===== src/idps_pkg.sv =====
`timescale 1ns / 1ps
package idps_pkg;

  localparam int N_FIELDS = 6;
  localparam int FIELD_W  = 32;
  localparam int DIFF_W   = 33;
  localparam int SQ_W     = 68;
  localparam int ROOT_W   = 34;
  localparam int SQREM_W  = 37;
  localparam int WGT_W    = 53;
  localparam int DIV_W    = 64;
  localparam int QUO_W    = 42;
  localparam int LEN_W    = 4;
  localparam int PADDR_W  = 3;

  localparam logic [WGT_W-1:0] ZERO_WEIGHT   = WGT_W'(64'd1000000 << 32);
  localparam logic [DIV_W-1:0] INV_DIVIDEND  = DIV_W'(64'd1 << 48);
  localparam logic [LEN_W-1:0] WLEN_RESET    = LEN_W'(8);
  localparam logic             IDX_WINDOW_LENGTH = 1'b0;

  typedef logic [N_FIELDS-1:0][FIELD_W-1:0] sample_t;

  typedef struct packed {
    logic             go;
    logic [DIV_W-1:0] dividend;
    logic [DIV_W-1:0] divisor;
  } div_req_t;

  typedef struct packed {
    logic             done;
    logic [DIV_W-1:0] quot;
    logic [DIV_W-1:0] rem;
  } div_rsp_t;

  typedef enum logic [10:0] {
    ST_IDLE = 11'b00000000001,
    ST_READ = 11'b00000000010,
    ST_LOAD = 11'b00000000100,
    ST_SQ   = 11'b00000001000,
    ST_CHK  = 11'b00000010000,
    ST_SQRT = 11'b00000100000,
    ST_INV  = 11'b00001000000,
    ST_WMUL = 11'b00010000000,
    ST_NEXT = 11'b00100000000,
    ST_FDIV = 11'b01000000000,
    ST_DONE = 11'b10000000000
  } state_e;

endpackage


===== src/idps_div.sv =====
`timescale 1ns / 1ps
module idps_div (
  input  logic              clk_i,
  input  logic              rst_ni,
  input  idps_pkg::div_req_t req_i,
  output idps_pkg::div_rsp_t rsp_o
);
  import idps_pkg::*;

  logic [DIV_W-1:0] rem_q, quo_q, dvs_q;
  logic [5:0]       cnt_q;
  logic             busy_q, done_q;
  logic [DIV_W:0]   rs;
  logic             ge;

  // restoring division, one quotient bit a cycle
  assign rs = {rem_q, quo_q[DIV_W-1]};
  assign ge = rs >= {1'b0, dvs_q};

  always_ff @(posedge clk_i or negedge rst_ni) begin
    if (!rst_ni) begin
      busy_q <= 1'b0;
      done_q <= 1'b0;
      cnt_q  <= '0;
      rem_q  <= '0;
      quo_q  <= '0;
      dvs_q  <= '0;
    end else begin
      done_q <= 1'b0;
      if (req_i.go) begin
        busy_q <= 1'b1;
        cnt_q  <= '0;
        rem_q  <= '0;
        quo_q  <= req_i.dividend;
        dvs_q  <= req_i.divisor;
      end else if (busy_q) begin
        rem_q <= ge ? DIV_W'(rs - {1'b0, dvs_q}) : DIV_W'(rs);
        quo_q <= {quo_q[DIV_W-2:0], ge};
        cnt_q <= cnt_q + 6'd1;
        if (cnt_q == 6'(DIV_W - 1)) begin
          busy_q <= 1'b0;
          done_q <= 1'b1;
        end
      end
    end
  end

  assign rsp_o.done = done_q;
  assign rsp_o.quot = quo_q;
  assign rsp_o.rem  = rem_q;
endmodule


===== config.mk =====
export PLATFORM = sky130hd
export DESIGN_NAME = idps_div
export DESIGN_NICKNAME = d
export VERILOG_FILES = /design/src/idps_pkg.sv /design/src/idps_div.sv
export SDC_FILE = /design/constraint.sdc
export NUM_CORES = 1
export LEC_CHECK = 0
export BUFFER_PORTS_ARGS = -buffer_cell sky130_fd_sc_hd__buf_4
export CORE_ASPECT_RATIO = 0.6
export CORE_MARGIN = 2
export CORE_UTILIZATION = 30
export CTS_CLUSTER_DIAMETER = 30
export DETAILED_ROUTE_END_ITERATION = 8
export GPL_TIMING_DRIVEN = 0
export MAX_ROUTING_LAYER = met4
export PLACE_DENSITY = 0.48
export RECOVER_POWER = 100
export SYNTH_ARGS = -nofsm -noshare
export SYNTH_HDL_FRONTEND = slang
export SYNTH_SLANG_ARGS = --single-unit

===== constraint.sdc =====
create_clock -name clk_i -period 4.2 [get_ports clk_i]
set_clock_uncertainty 0.15 [all_clocks]
set_input_delay 0.21 -clock clk_i [delete_from_list [all_inputs] [get_ports clk_i]]
set_output_delay 0.21 -clock clk_i [all_outputs]
set_load 0.02 [all_outputs]

==> results.md, run 1 <==
- Outcome: finished, violations left
- Failing checks: max-capacitance violations, max-slew violations
- Proportion of layout cells with a drive suffix above 1: 0.108
- Critical path type: reg2reg
- Boundary Pins: 260
- Antenna-violating nets left: 0
- WL per Instance: 19.6 µm
- Worst-path clk slew: 80 ps
- Core Region: 42000 µm²
- Router iterations before antenna repair: 5
- DRC: 0
- Die area: 44500 µm²
- PnR worst setup slack: 150 ps
- Gr usage total: 0.226
- Worst-Skew Late Latency: 460 ps
- Critical path, cell by cell: ha_1 -> nand4_1 -> a211oi_1 -> o21ai_0 -> a211oi_1 -> nor2_1 -> o31ai_1 -> mux2_2 -> a21o_1 -> a311oi_2
- Post-Route WL: 49.1 mm
- Clock sinks: 200
- Register area share after synthesis: 0.390
- Max VDD drop: 0.280 mV
- HP Class: in2reg
- Combinational power share: 0.479
- Die width: 271 µm
- Num CTS Buffers: 17
- Total gr overflow: 0
- Mapped Cells: 1514
- Leakage: 8.15 nW
- Vias/cell: 5.11
- DIE HEIGHT: 164 µm
- CP required: 4410 ps
- Initial DRC count: 1093
- Register share of total power: 0.301
- Worst Setup End Kind: register
- Psw: 3.65 mW
- Final setup viols: 0
- Final Hold Vio Count: 0
- Pwr dens: 487 nW/µm²
- Syn_area_per_cell: 8.47 µm²
- Synthesized flop and latch total: 200
- Syn_nets: 1711
- Clk root buf: clkbuf_16
- Clock power share: 0.221
- Max-Cap Viols: 1
- Yosys warns: 0
- Critical path's slowest cell: a211oi_1
- Mapped cell area: 12800 µm²
- Post-synth EDFFs: 0
- WHS: 21.3 ps
- Critical Path Most Common Cell: a211oi_1
- Largest net degree at the start of global routing: 111
- First-pass GRT wire length: 74.8 mm
- Cell row count: 58
- Worst-Margin Slew: 2440 ps
- Initial antenna violation count: 2
- Post-DP HPWL: 37.1 mm
- RSZ-0062 raised after global routing: false
- Vias: 12799
- TritonCTS clock tree: done
- Int Pwr: 4.64 mW
- Min Clock Period, post-route: 4050 ps
- Synth area leader: dfrtp_1
- GPL Wtd Cong: 0.917
- CTS H-tree depth: 4
- Distinct cell type count after synthesis: 72
- CP max stage delay: 620 ps
- Initial core utilization: 0.305
- Worst relative slew slack: -0.625
- Dominant synthesized flop cell: dfrtp_1
- Pre-CTS setup slack: -520 ps
- Startpoint Class: register
- Syn-to-layout area delta: 32.8%
- Top cell type's share of synthesized area: 0.390
- Asr flop ratio synth: 1.00
- CP max FO: 4
- CP arrival: 4260 ps
- Layout Nets: 2117
- Final worst-path cycle share: 0.964
- Port Buf Inserts: 258
- Worst-case clock buffer depth: 2
- Slew Viols, Final: 91
- Finished Core Util: 0.405
- Top post-synthesis cells by area: dfrtp_1 39%, o21ai_0 6.7%, ha_1 6.3%, nand2_1 6.2%, mux2i_1 5.4%
- Switching share of power: 0.440
- Max Fclk: 247 MHz
- Vias in the first global route: 12196
## sequential cells by signal (all words and copies together) (netlist names)
name and flops:
cnt_q 6, quo_q 64, dvs_q 64, busy_q 1
done_q 1, rem_q 64
## worst max-delay path, delay by kind of cell (launching register included)
family	cells	cell delay, ps
AO/OA/AOI/OAI	6	2080
AND/OR/NAND/NOR	2	490
flip-flops	1	450
adder cells (fa/ha/maj)	1	390
multiplexers	1	380
## per-stage QoR
stage	TNS [ps]	cells	instance area, µm²	power [mW]
final	0	2505	17000	8.29
after global routing	0	2505	17000	8.84
after detailed placement	-14780	2343	15500	6.45
after floorplan	0	1514	12800	5.04
after CTS	0	2507	17500	8.47
after global placement	-14140	2342	15500	6.42
## cell usage after synthesis, types with 4 or more instances
library cell and n:
a211oi_1 40, a21boi_0 4, a21o_1 29, a21oi_1 119
a311oi_1 7, a31oi_1 13, and3_1 19, and4_1 6
buf_1 5, buf_2 4, clkbuf_1 88, dfrtp_1 200
ha_1 65, inv_1 78, mux2_2 5, mux2i_1 69
nand2_1 213, nand2b_1 6, nand3_1 15, nand4_1 23
nor2_1 113, nor2b_1 6, nor3_1 12, nor3b_1 4
nor4_1 8, o211a_1 14, o211ai_1 20, o21a_1 19
o21ai_0 171, o21bai_1 12, o31ai_1 6, or2_2 5
or3_1 8, xnor2_1 27, xor2_1 24
## metal layers
metal | vias to the layer above | global-route usage | wire (µm)
met1 | 6229 | 0.358 | 26700
met3 | 29 | 0.0377 | 2750
li1 | 6184 | - | -
met2 | 357 | 0.294 | 19200
met5 | - | - | 0
met4 | 0 | 0.0419 | 448
## power by group through the flow
stage          Clock, mW  Sequential [mW]  Combinational (mW)
6_report            1.83             2.49                3.97
5_1_grt             1.96             2.53                4.34
4_1_cts             1.90             2.49                4.07
3_5_place_dp           0             2.53                3.92
3_3_place_gp           0             2.53                3.90
2_1_floorplan          0             2.67                2.36
## cell families after synthesis
group | after synthesis | share of synthesized area
AND/OR/NAND/NOR | 454 | 0.160
buffers and inverters | 180 | 0.0547
XOR/XNOR | 51 | 0.0348
multiplexers | 74 | 0.0583
flip-flops | 200 | 0.390
AO/OA/AOI/OAI | 489 | 0.237
adder cells (fa/ha/maj) | 66 | 0.0650
## timing repair
item / in CTS / in global routing
gates resized for setup: 12 / 12
hold buffers: 132 / 0
pin swaps: 0 / 2
cloned: 0 / 0
hold endpoints to repair: 218 / 0
buffers inserted: 0 / 1
endpoints found under the setup margin: 65 / 59
## final timing paths
kind,depth (start not counted),from,slack [ps],end
max in group asynchronous,3,rst_ni,1560,quo_q[57]$_DFFE_PN0P_
hold reg to reg,1,dvs_q[0]$_DFFE_PN0P_,370,dvs_q[0]$_DFFE_PN0P_
setup / recovery,10,rem_q[6]$_DFFE_PN0P_,150,rem_q[63]$_DFFE_PN0P_
min in group asynchronous,2,rst_ni,830,dvs_q[23]$_DFFE_PN0P_
setup reg to reg,10,rem_q[6]$_DFFE_PN0P_,150,rem_q[63]$_DFFE_PN0P_
hold / removal,2,req_i[128],20,quo_q[10]$_DFFE_PN0P_
## cell usage in the layout, fill, tap and decap left out, types with 7 or more instances in the layout
master,count
clkbuf_1,210
o211a_1,14
o21bai_1,11
buf_4,129
dlygate4sd3_1,132
clkbuf_16,17
o211ai_1,20
or3_1,8
ha_1,65
mux2i_1,69
nand4_1,23
nor4_1,7
xor2_1,24
clkbuf_2,11
nor3_1,12
a21o_1,29
a311oi_1,8
o21ai_0,170
a31oi_1,13
inv_1,78
a211oi_1,38
nor2_1,113
a21oi_1,119
nand3_1,15
xnor2_1,27
o21a_1,19
dfrtp_1,200
and3_1,19
nand2_1,213
## cell type report
type | count | area [µm²]
fill | 4426 | 25000
sequential | 200 | 5000
clock inverter | 13 | 181
antenna | 2 | 5.00
buffer | 96 | 393
tap | 570 | 713
multi-input combinational | 1134 | 7180
inverter | 79 | 297
clock buffer | 19 | 453
timing repair buffer | 392 | 2800
(Power assumes the default switching activity.)
==> inputs of run 2 (changes only) <==
--- a/config.mk
+++ b/config.mk
@@ -13,8 +13,9 @@
 export DETAILED_ROUTE_END_ITERATION = 8
 export GPL_TIMING_DRIVEN = 0
 export MAX_ROUTING_LAYER = met4
-export PLACE_DENSITY = 0.48
+export PLACE_DENSITY = 0.5
 export RECOVER_POWER = 100
+export SETUP_SLACK_MARGIN = 0.3
 export SYNTH_ARGS = -nofsm -noshare
 export SYNTH_HDL_FRONTEND = slang
 export SYNTH_SLANG_ARGS = --single-unit
==> constraint.sdc (replaced) <==
create_clock -name clk_i -period 3.7 [get_ports clk_i]
set_clock_uncertainty 0.15 [all_clocks]
set_input_delay 0.185 -clock clk_i [delete_from_list [all_inputs] [get_ports clk_i]]
set_output_delay 0.185 -clock clk_i [all_outputs]
set_load 0.02 [all_outputs]
==> results.md, run 2 (synthesis gave the netlist of run 1 again) <==
- PnR worst setup slack: 160 ps
- TritonCTS clock tree: done
- Finished Core Util: 0.446
- Most common cell after layout, fill and taps aside: nand2_1
- Vias in the first global route: 12430
- Router iterations before antenna repair: 5
- CP max FO: 8
- Failing checks: max-capacitance violations, max-slew violations
- First-pass GRT wire length: 75.9 mm
- GPL Wtd Cong: 0.906
- Hold path depth: 2
- Critical path type: reg2reg
- Proportion of layout cells with a drive suffix above 1: 0.213
- CP Buf/Inv Count: 5
- Num CTS Buffers: 17
- Clk root buf: clkbuf_16
- Worst-Margin Slew: 2390 ps
- Initial core utilization: 0.305
- CP max stage delay: 500 ps
- Worst-Skew Late Latency: 470 ps
- Initial DRC count: 998
- Slew Viols, Final: 40
- R2R depth: 16
- Port Buf Inserts: 258
- Vias/cell: 5.15
- Finished Layout Cells: 2590
- Final Hold Vio Count: 0
- Min Clock Period, post-route: 3540 ps
- Critical path's slowest cell: dfrtp_1
- Startpoint Class: register
- Worst Setup End Kind: register
- Clock sinks: 200
- Gr usage total: 0.229
- Top Registers: dvs_q x64, quo_q x64, rem_q x64
- Pre-CTS setup slack: -969 ps
- Max VDD drop: 0.334 mV
- CP required: 3940 ps
- Worst relative slew slack: -0.592
- Levels on crit path: 16
- Placed Instances: 2344
- RSZ-0062 raised after global routing: true
- CTS H-tree depth: 4
- CP arrival: 3780 ps
- Cell row count: 58
- Total gr overflow: 0
- Syn-to-layout area delta: 46.3%
- Final setup viols: 0
- Worst-case clock buffer depth: 2
- DRC: 0
- Outcome: finished, violations left
- Critical path, cell by cell: ha_1 -> clkbuf_1 -> and3_1 -> clkbuf_2 -> nand2_1 -> nor2_4 -> and4_4 -> a21oi_2 -> o21a_1 -> o21a_4 -> buf_12 -> buf_12 -> nor2_4 -> clkbuf_2 -> a21oi_2 -> o21ai_1
- HP Class: in2reg
- Die area: 44500 µm²
- Boundary Pins: 260
- Antenna-violating nets left: 0
- Max-Cap Viols: 1
- Max Fclk: 283 MHz
- Core Region: 42000 µm²
- Worst-path clk slew: 80 ps
- WL per Instance: 19.8 µm
- Post-DP HPWL: 37.0 mm
- Die width: 271 µm
- Largest net degree at the start of global routing: 87
- Post-Route WL: 51.2 mm
- Setup_tns: 0 ps
- Leakage: 8.80 nW
- DIE HEIGHT: 164 µm
- Initial antenna violation count: 2
- Most frequent cells in the layout: 209 x nand2_1, 195 x buf_4, 191 x dfrtp_1
- CP top delay family: buffers and inverters
- Layout Nets: 2203
- Fillers: 4316
- Final worst-path cycle share: 0.957
- Pwr dens: 560 nW/µm²
- Vias: 13345
[run 2: per-stage QoR]
stage | cell area (µm²) | hold slack (ps) | power [mW]
after floorplan | 12800 | -261 | 5.72
after global placement | 15500 | 244 | 7.28
after detailed placement | 15500 | -58.1 | 7.32
after CTS | 18400 | 1.01 | 10.0
after global routing | 18800 | 49.7 | 11.1
final | 18800 | 18.1 | 10.5
[run 2: worst paths after layout]
| path | from | endpoint | slack [ps] |
|---|---|---|---|
| worst max-delay path | rem_q[55]$_DFFE_PN0P_ | quo_q[0]$_DFFE_PN0P_ | 160 |
| max in group asynchronous | rst_ni | quo_q[53]$_DFFE_PN0P_ | 840 |
| min in group asynchronous | rst_ni | dvs_q[23]$_DFFE_PN0P_ | 840 |
| worst max register to register | rem_q[55]$_DFFE_PN0P_ | quo_q[0]$_DFFE_PN0P_ | 160 |
| worst min-delay path | req_i[128] | quo_q[52]$_DFFE_PN0P_ | 20 |
| worst min register to register | dvs_q[0]$_DFFE_PN0P_ | dvs_q[0]$_DFFE_PN0P_ | 380 |
[run 2: what timing repair did]
action	CTS	global route
hold buffers	146	0
hold endpoints to repair	242	0
resized for setup	138	199
cloned	1	1
pin swaps	27	64
setup endpoints to repair	65	64
setup buffers	30	35
[run 2: metal layers]
layer / track usage / routed length (µm) / vias to the layer above
li1: - / - / 6358
met1: 0.357 / 26700 / 6526
met2: 0.308 / 20800 / 427
met3: 0.0376 / 3310 / 34
met4: 0.0342 / 403 / 0
met5: - / 0 / -
[run 2: layout make-up]
| cell class | instances | area [µm²] | share of cell area |
|---|---|---|---|
| clock buffers | 17 | 425 | 0.0227 |
| repair buffers | 473 | 3560 | 0.190 |
| multi-input cells | 1134 | 7980 | 0.425 |
| well taps | 570 | 713 | 0.0380 |
| inverters | 79 | 297 | 0.0158 |
| clock inverters | 15 | 193 | 0.0103 |
| flip-flops and latches | 200 | 5020 | 0.267 |
| diodes | 1 | 2.50 | 0.000133 |
| plain buffers | 101 | 573 | 0.0305 |
[run 2: report_power, final]
| group | internal [mW] | switching, mW | leakage [nW] | total, mW |
|---|---|---|---|---|
| Combinational | 2.37 | 3.24 | 5.99 | 5.62 |
| Clock | 1.03 | 1.00 | 0.297 | 2.03 |
| Sequential | 2.49 | 0.358 | 2.51 | 2.85 |
| Total | 5.90 | 4.60 | 8.80 | 10.5 |
